### config.mk
export PLATFORM = sky130hd
export DESIGN_NAME = ffha_div
export DESIGN_NICKNAME = d
export VERILOG_FILES = /design/src/rtl/ffha_pkg.sv /design/src/rtl/ffha_div.sv
export SDC_FILE = /design/constraint.sdc
export NUM_CORES = 1
export LEC_CHECK = 0
export BUFFER_PORTS_ARGS = -buffer_cell sky130_fd_sc_hd__buf_2
export CORE_ASPECT_RATIO = 1.2
export CORE_MARGIN = 2
export CORE_UTILIZATION = 40
export DETAILED_ROUTE_END_ITERATION = 10
export PLACE_DENSITY = 0.66
export SLEW_MARGIN = 20
export SYNTH_ARGS = -nofsm -noshare
export SYNTH_HDL_FRONTEND = slang
export SYNTH_SLANG_ARGS = --single-unit
### constraint.sdc
create_clock -name aclk -period 1.8 [get_ports aclk]
set_clock_uncertainty 0.05 [all_clocks]
set_input_delay 0.36 -clock aclk [delete_from_list [all_inputs] [get_ports aclk]]
set_output_delay 0.36 -clock aclk [all_outputs]
set_load 0.05 [all_outputs]
### src/rtl/ffha_pkg.sv
`timescale 1ns / 1ps
`default_nettype none
// ----------------------------------------------------------------------------
// ffha_pkg
// Shared codes and types of the first-fit heap allocator core.
// ----------------------------------------------------------------------------
package ffha_pkg;

    localparam logic       ACT_ALLOC    = 1'b0;
    localparam logic       ACT_FREE     = 1'b1;

    localparam logic [1:0] STAT_OK      = 2'd0;
    localparam logic [1:0] STAT_OOM     = 2'd1;
    localparam logic [1:0] STAT_IGNORED = 2'd2;

    typedef struct packed {
        logic        done;
        logic        rem_zero;
        logic [15:0] quot;
    } div_status_t;

endpackage
`default_nettype wire

### src/rtl/ffha_div.sv
`timescale 1ns / 1ps
`default_nettype none
// ----------------------------------------------------------------------------
// ffha_div
// Division of a 16-bit word by a fixed divisor: a reciprocal multiply gives
// the quotient, then a multiply back checks for a remainder.
// ----------------------------------------------------------------------------
module ffha_div #(
    parameter int DIVISOR = 8
) (
    input  wire                  aclk,
    input  wire                  aresetn,
    input  wire                  start,
    input  wire  [15:0]          dividend,
    output ffha_pkg::div_status_t result
);

    // ceil(2^32 / DIVISOR); exact floor for any 16-bit dividend
    localparam logic [30:0] RECIP =
        31'(((64'd1 << 32) + 64'(DIVISOR) - 64'd1) / 64'(DIVISOR));

    logic          busy_reg, busy_next;
    logic          phase_reg, phase_next;
    logic          done_reg, done_next;
    logic [15:0]   dvd_reg, dvd_next;
    logic [15:0]   quot_reg, quot_next;
    logic          rz_reg, rz_next;
    logic [46:0]   prod;
    logic [15:0]   back;

    assign prod = {31'd0, dvd_reg} * {16'd0, RECIP};
    assign back = quot_reg * 16'(DIVISOR);

    always_comb begin
        busy_next  = busy_reg;
        phase_next = phase_reg;
        done_next  = 1'b0;
        dvd_next   = dvd_reg;
        quot_next  = quot_reg;
        rz_next    = rz_reg;
        if (busy_reg) begin
            if (!phase_reg) begin
                quot_next  = {1'b0, prod[46:32]};
                phase_next = 1'b1;
            end else begin
                rz_next   = (back == dvd_reg);
                busy_next = 1'b0;
                done_next = 1'b1;
            end
        end else if (start) begin
            busy_next  = 1'b1;
            phase_next = 1'b0;
            dvd_next   = dividend;
        end
    end

    always_ff @(posedge aclk) begin
        if (!aresetn) begin
            busy_reg  <= 1'b0;
            phase_reg <= 1'b0;
            done_reg  <= 1'b0;
        end else begin
            busy_reg  <= busy_next;
            phase_reg <= phase_next;
            done_reg  <= done_next;
        end
        dvd_reg  <= dvd_next;
        quot_reg <= quot_next;
        rz_reg   <= rz_next;
    end

    assign result.done     = done_reg;
    assign result.rem_zero = rz_reg;
    assign result.quot     = quot_reg;

endmodule
`default_nettype wire

Yosys cells after proc, flatten, opt, wreduce, memory -nomap -nowiden:

Cells that the tools add are included.

* shifts and indexed selects: 0
* reduce and logical (&&, ||, !) cells: 5
* divide/modulo/power cells: 0
* multiplexer cells: 6
* order comparisons: 0
* multiply operators: 0
* add/subtract/negate cells: 0
* equality and inequality tests: 1
* bitwise logic cells: 2

Operator list (count)
* 16-bit equality test: 1
* 2-bit AND reduction: 4
* 1-bit 2-to-1 mux: 6
* 1-bit NOT: 2
* 2-bit nonzero test: 1

* bits in registers: 33
* input bits: 19
* memory bits (writable): 0
* output and inout port bits: 18
* latch bits: 0
* ROM bits: 0
* logic and storage cells: 20
* memories kept: 0

Depth between registers and ports, before layout:

Gate-level depths: netlist of the first run.

* depth in word-level cells: 2
* depth in mapped cells: 4
* mapped depth without buffers: 4

Least setup slack after synthesis of the first run:

OpenSTA, ideal clock, no wires.

* path kind: input port to flip-flop
* start: input start
* end: register dvd_reg[0], enable pin
* arrival: 1156 ps
* path slack: 202 ps
* path buffers: 0
* library setup time: 392 ps
* cell stages on the path: 1
* path through: nor2b_1

* longest elaborated chain between the ends: 1

RTL lines
* start, declared: RTL line ffha_div.sv:13 `input wire start,`
* 2-bit AND reduction (no source line)
* end signal, assigned: RTL line ffha_div.sv:67 `dvd_reg <= dvd_next;`
* end, declared: RTL line ffha_div.sv:25 `logic [15:0] dvd_reg, dvd_next;`

No other way between the ends.
A chain may end at the register's enable or synchronous reset.

Worst setup path in the final report of the first run:

* start: register dvd_reg[9]
* end: register rz_reg, data pin

* longest elaborated chain between the ends: 1

RTL lines
* 16-bit equality test: RTL line ffha_div.sv:46 `rz_next = (back == dvd_reg);`
* end signal, assigned: RTL line ffha_div.sv:69 `rz_reg <= rz_next;`
* end, declared: RTL line ffha_div.sv:27 `logic rz_reg, rz_next;`

No other way between the ends.

==> results of run 1 <==
[stage by stage]
| step | area [um2] | std cells | utilization | hold WS, ns |
|---|---|---|---|---|
| after floorplan | 1210 | 67 | - | 0.398 |
| after global placement | 1410 | 133 | 0.496 | 0.402 |
| after detailed placement | 1410 | 133 | 0.496 | 0.411 |
| after CTS | 1450 | 140 | 0.512 | 0.141 |
| after global routing | 1450 | 140 | 0.512 | 0.127 |
| final | 1450 | 140 | 0.512 | 0.158 |
[layout make-up]
class,instances,area (um2),share of cell area
clock inverters,1,3.75,0.00258
clock buffers,6,41.3,0.0284
flip-flops and latches,33,961,0.661
repair buffers,37,195,0.134
well taps,34,42.5,0.0293
multi-input cells,29,210,0.145
[per-layer routing]
layer  vias up  global-route usage
li1        311                   -
met1       289               0.121
met2        23               0.180
met3         9              0.0701
met4         0               0.100
met5         -                   0
[logic make-up after synthesis]
group           Yosys count  synth area share
xor+xnor                 13            0.0948
buf+inv                   5            0.0313
simple gates             11            0.0583
compound gates            2            0.0125
flops                    33             0.800
other cells               1           0.00312
[critical path, delay by kind of cell (launching register included)]
kind / cells / cell delay, ns
AND/OR/NAND/NOR: 3 / 0.60
XOR/XNOR: 1 / 0.18
flip-flops: 1 / 0.42
[report_power, final]
part / total [W] / leakage [nW] / internal (W) / switching [W]
clock: 0.000348 / 0.0258 / 0.000141 / 0.000206
sequential: 0.000921 / 0.307 / 0.000894 / 0.0000275
combinational: 0.000187 / 0.220 / 0.0000603 / 0.000126
[layout by cell type (no fill, tap or decap)]
cell type | netlist | routed
nor3_1 | 1 | 1
clkinv_1 | 0 | 1
edfxtp_1 | 30 | 30
clkbuf_1 | 0 | 1
nor4_1 | 1 | 1
buf_4 | 5 | 4
buf_2 | 0 | 33
and3_1 | 1 | 1
nand4_1 | 2 | 2
nand3_1 | 1 | 1
and2_1 | 1 | 1
xor2_1 | 4 | 4
o21a_1 | 2 | 2
xnor2_1 | 9 | 9
dfxtp_1 | 3 | 3
nor3_2 | 1 | 1
clkbuf_4 | 0 | 5
conb_1 | 1 | 3
nor2b_1 | 3 | 3
[path summary, 6_finish.rpt]
kind,from,endpoint,slack (ns)
max,dvd_reg[9],rz_reg,0.40
min reg2reg,dvd_reg[8],quot_reg[5],0.43
min,dividend[4],dvd_reg[4],0.16
max reg2reg,dvd_reg[9],rz_reg,0.40
==> impl_metrics.tcl, run 1 <==
set metrics [dict create \
    status "completed" \
    cp_cell_sequence "xor2_1 > nor4_1 > nand3_1 > nor3_2" \
    grt_max_degree 12 \
    syn-cell-area_um2 1200 \
    netlist_instances 65 \
    fin_tns_setup_ns 0 \
    clockBufferDepth 2 \
    synth_seq_cells 33 \
    fin_total_pwr_w 0.00146 \
    rows 21 \
    drive_gt1_frac 0.406 \
    drv_cap 0 \
    fp.dieArea_um2 3460 \
    slowest_stage "edfxtp_1" \
    cts_tree "built" \
    antenna_found_initial 0 \
    grt_overflow 0 \
    timing.fmax_mhz 713 \
    setup_viol 0 \
    endpoint_kind "flop" \
    hold_class "in -> reg" \
    vias 632 \
    firstDrtPassIters 3 \
    synth_top_area_frac 0.750 \
    postCtsHoldBufs 0 \
    cp_max_fo 2 \
    yosysWarnings 0 \
    drt_iter0_markers 9 \
    finalCritPeriodShare 0.779 \
    path_clk_slew_ns 0.09 \
    nets 125 \
    routedWlPerCell_um 12.6 \
    ant_nets 0 \
    area_growth_syn_to_layout_pct 21.0 \
    startpoint_type "flop" \
    clkLatencyLatePin_ns 0.32 \
    dr_wl_met3_um 107 \
    core_area_um2 2840 \
    place.gp.congestion 0.708 \
    cts_setup_buffers 0 \
    place_ws_ns 0.407 \
    start_util 0.423 \
    cp.required_ns 1.91 \
    grt_pass1_wl_mm 2.73 \
    grt_use_total 0.123 \
    synth-seq-area-share 0.800 \
    power_density_nw_per_um2 1000 \
    cts-root-buf "clkbuf_4" \
    insertedDiodeCount 0 \
    synthTopCellsByArea "edfxtp_1 75%, xnor2_1 6.6%, dfxtp_1 5.0%, buf_4 3.1%, xor2_1 2.9%" \
    power.leakage_nw 0.552 \
    port_buffers 33 \
    critPathArrivalTime_ns 1.52 \
    cts_resized 0 \
    ir_drop_v 0.000588 \
    synth_cell_types 15 \
    remaining_drc_errors 0 \
    clock_sinks 33 \
    synth_commonest_cells "30 x edfxtp_1, 9 x xnor2_1, 5 x buf_4" \
    yosysTopAreaCell "edfxtp_1" \
    synth_ff_type "edfxtp_1" \
    die_h_um 64.0 \
    syn_avg_cell_area_um2 18.5 \
    period_needed_ns 1.40 \
    vias_per_cell 4.51 \
    reg2reg_depth 4 \
    largest_reg_flops 16 \
    routed_wl_mm 1.77 \
    die_w_um 54.0 \
    setup.worst_path.class "reg -> reg" \
    io_pins 37 \
    synth_most_common_cell "edfxtp_1" \
    finalHoldViolCount 0 \
    grt_pass1_vias 611 \
    cts_made_buffers 5 \
    holdPathStages 1 \
    finalMaxSlewViolations 0 \
    synth_edf_count 30 \
    worst_slack_ns 0.398 \
    met2_length_um 891 \
    cpPeakStageDelay_ns 0.42 \
    m1WireLength_um 679 \
    rsz0062_at_grt "false" \
    async_flop_share 0 \
    dr.max_layer_used "met4" \
    place_hpwl_mm 1.40 \
    fill_cells 258 \
    ctsHtreeMaxLevel 2 \
]
Note: power is estimated with default switching activity, not from simulation.
==> inputs of run 2 (changes only) <==
Clock period 1.8 ns to 1.3 ns, I/O delays scaled along.
==> run 2 against run 1 <==
Net effect:
- the flow now finishes with violations (setup timing)
- sequential power increased by 39%
- die area unchanged
- design area increased by 8.0%
- critical path type unchanged
- first-iteration DRC count increased by 44%
- worst setup slack got worse by 0.46 ns
- via count increased by 0.32%
- flip-flop and latch count unchanged
- count of clock-buffer cells in the layout decreased by 1
- non-clock buffer count increased by 2
- maximum frequency increased by 3.1%
==> impl_metrics.tcl, run 2 (synthesis results as in run 1) <==
set metrics [dict create \
    grt_pass1_vias 651 \
    rsz0062_at_grt "true" \
    path_clk_slew_ns 0.09 \
    die_h_um 64.0 \
    ctsHtreeMaxLevel 2 \
    ant_nets 0 \
    drv_cap 0 \
    mostFrequentLayoutCell "edfxtp_1" \
    grt_overflow 0 \
    core_area_um2 2840 \
    io_pins 37 \
    port_buffers 33 \
    power_density_nw_per_um2 1340 \
    timing.fmax_mhz 736 \
    final_cells 143 \
    antenna_found_initial 0 \
    place_hpwl_mm 1.39 \
    finalMaxSlewViolations 0 \
    fin_tns_setup_ns -0.0595 \
    hold_class "in -> reg" \
    clockBufferDepth 2 \
    start_util 0.423 \
    finalHoldViolCount 0 \
    fp.dieArea_um2 3460 \
    vias_per_cell 4.43 \
    grt_max_degree 18 \
    critPathArrivalTime_ns 1.49 \
    power.leakage_nw 0.598 \
    remaining_drc_errors 0 \
    period_needed_ns 1.36 \
    firstDrtPassIters 2 \
    final_cell_mix "30 x edfxtp_1, 20 x buf_2, 11 x buf_6" \
    cts_made_buffers 5 \
    finalCritPeriodShare 1.05 \
    failed_checks "setup timing" \
    rows 21 \
    place_inst 132 \
    clkLatencyLatePin_ns 0.32 \
    insertedDiodeCount 0 \
    drive_gt1_frac 0.459 \
    grt_use_total 0.130 \
    cp_max_fo 2 \
    die_w_um 54.0 \
    cp.required_ns 1.43 \
    drt_iter0_markers 13 \
    startpoint_type "flop" \
    largest_reg_flops 16 \
    nets 127 \
    area_growth_syn_to_layout_pct 30.7 \
    postCtsHoldBufs 0 \
    endpoint_kind "flop" \
    vias 634 \
    routed_wl_mm 1.85 \
    setup_viol 1 \
    worst_slack_ns -0.0595 \
    place.gp.congestion 0.590 \
    clock_sinks 33 \
    setup.worst_path.class "reg -> reg" \
    status "complete, but fails checks" \
    cts-root-buf "clkbuf_4" \
    ir_drop_v 0.000927 \
    routedWlPerCell_um 12.9 \
    cts_tree "built" \
    grt_pass1_wl_mm 2.93 \
]
[run 2: critical path: stages, from the launching register on]
cell      delay, ns
edfxtp_1       0.42
xor2_1         0.18
nor4_1         0.31
nand3_1        0.14
nor3_2         0.12
[run 2: worst paths after layout]
kind	from	end	slack [ns]	cells past startpoint
max reg2reg	quot_reg[8]	rz_reg	-0.06	4
max	quot_reg[8]	rz_reg	-0.06	4
min reg2reg	dvd_reg[8]	quot_reg[5]	0.43	0
min	dividend[5]	dvd_reg[5]	0.05	1
[run 2: layout make-up]
type	instances	area (um2)
Fill cell	236	1270
Clock buffer	5	37.5
Multi-Input combinational cell	29	215
Timing Repair Buffer	39	297
Clock inverter	3	17.5
Tap cell	34	42.5
Sequential cell	33	961
[run 2: repair_timing]
action,4_1_cts,5_1_grt
endpoints found under the setup margin,11,14
setup buffers,3,0
pin swaps,2,1
gates resized for setup,9,19
[run 2: per-layer routing]
layer  routed length [um]  global-route usage  share of wire
met5                    0                   0              0
met4                   79               0.116          0.043
met1                  659               0.131           0.36
met3                  128              0.0537          0.069
met2                  983               0.197           0.53
[run 2: metrics by stage]
stage	hold slack [ns]	instance area (um2)	setup slack [ns]	utilization	power, W
after floorplan	0.309	1210	-0.207	-	0.00148
after global placement	0.387	1420	0.0484	0.500	0.00156
after detailed placement	0.388	1420	-0.0439	0.500	0.00157
after CTS	0.0323	1520	-0.0538	0.535	0.00213
after global routing	0.0261	1570	-0.101	0.553	0.00221
final	0.0524	1570	-0.0595	0.553	0.00211
[run 2: power by group]
part | internal, W | switching [W] | total [W]
clock | 0.000203 | 0.000325 | 0.000529
sequential | 0.00124 | 0.0000436 | 0.00128
combinational | 0.000120 | 0.000179 | 0.000299
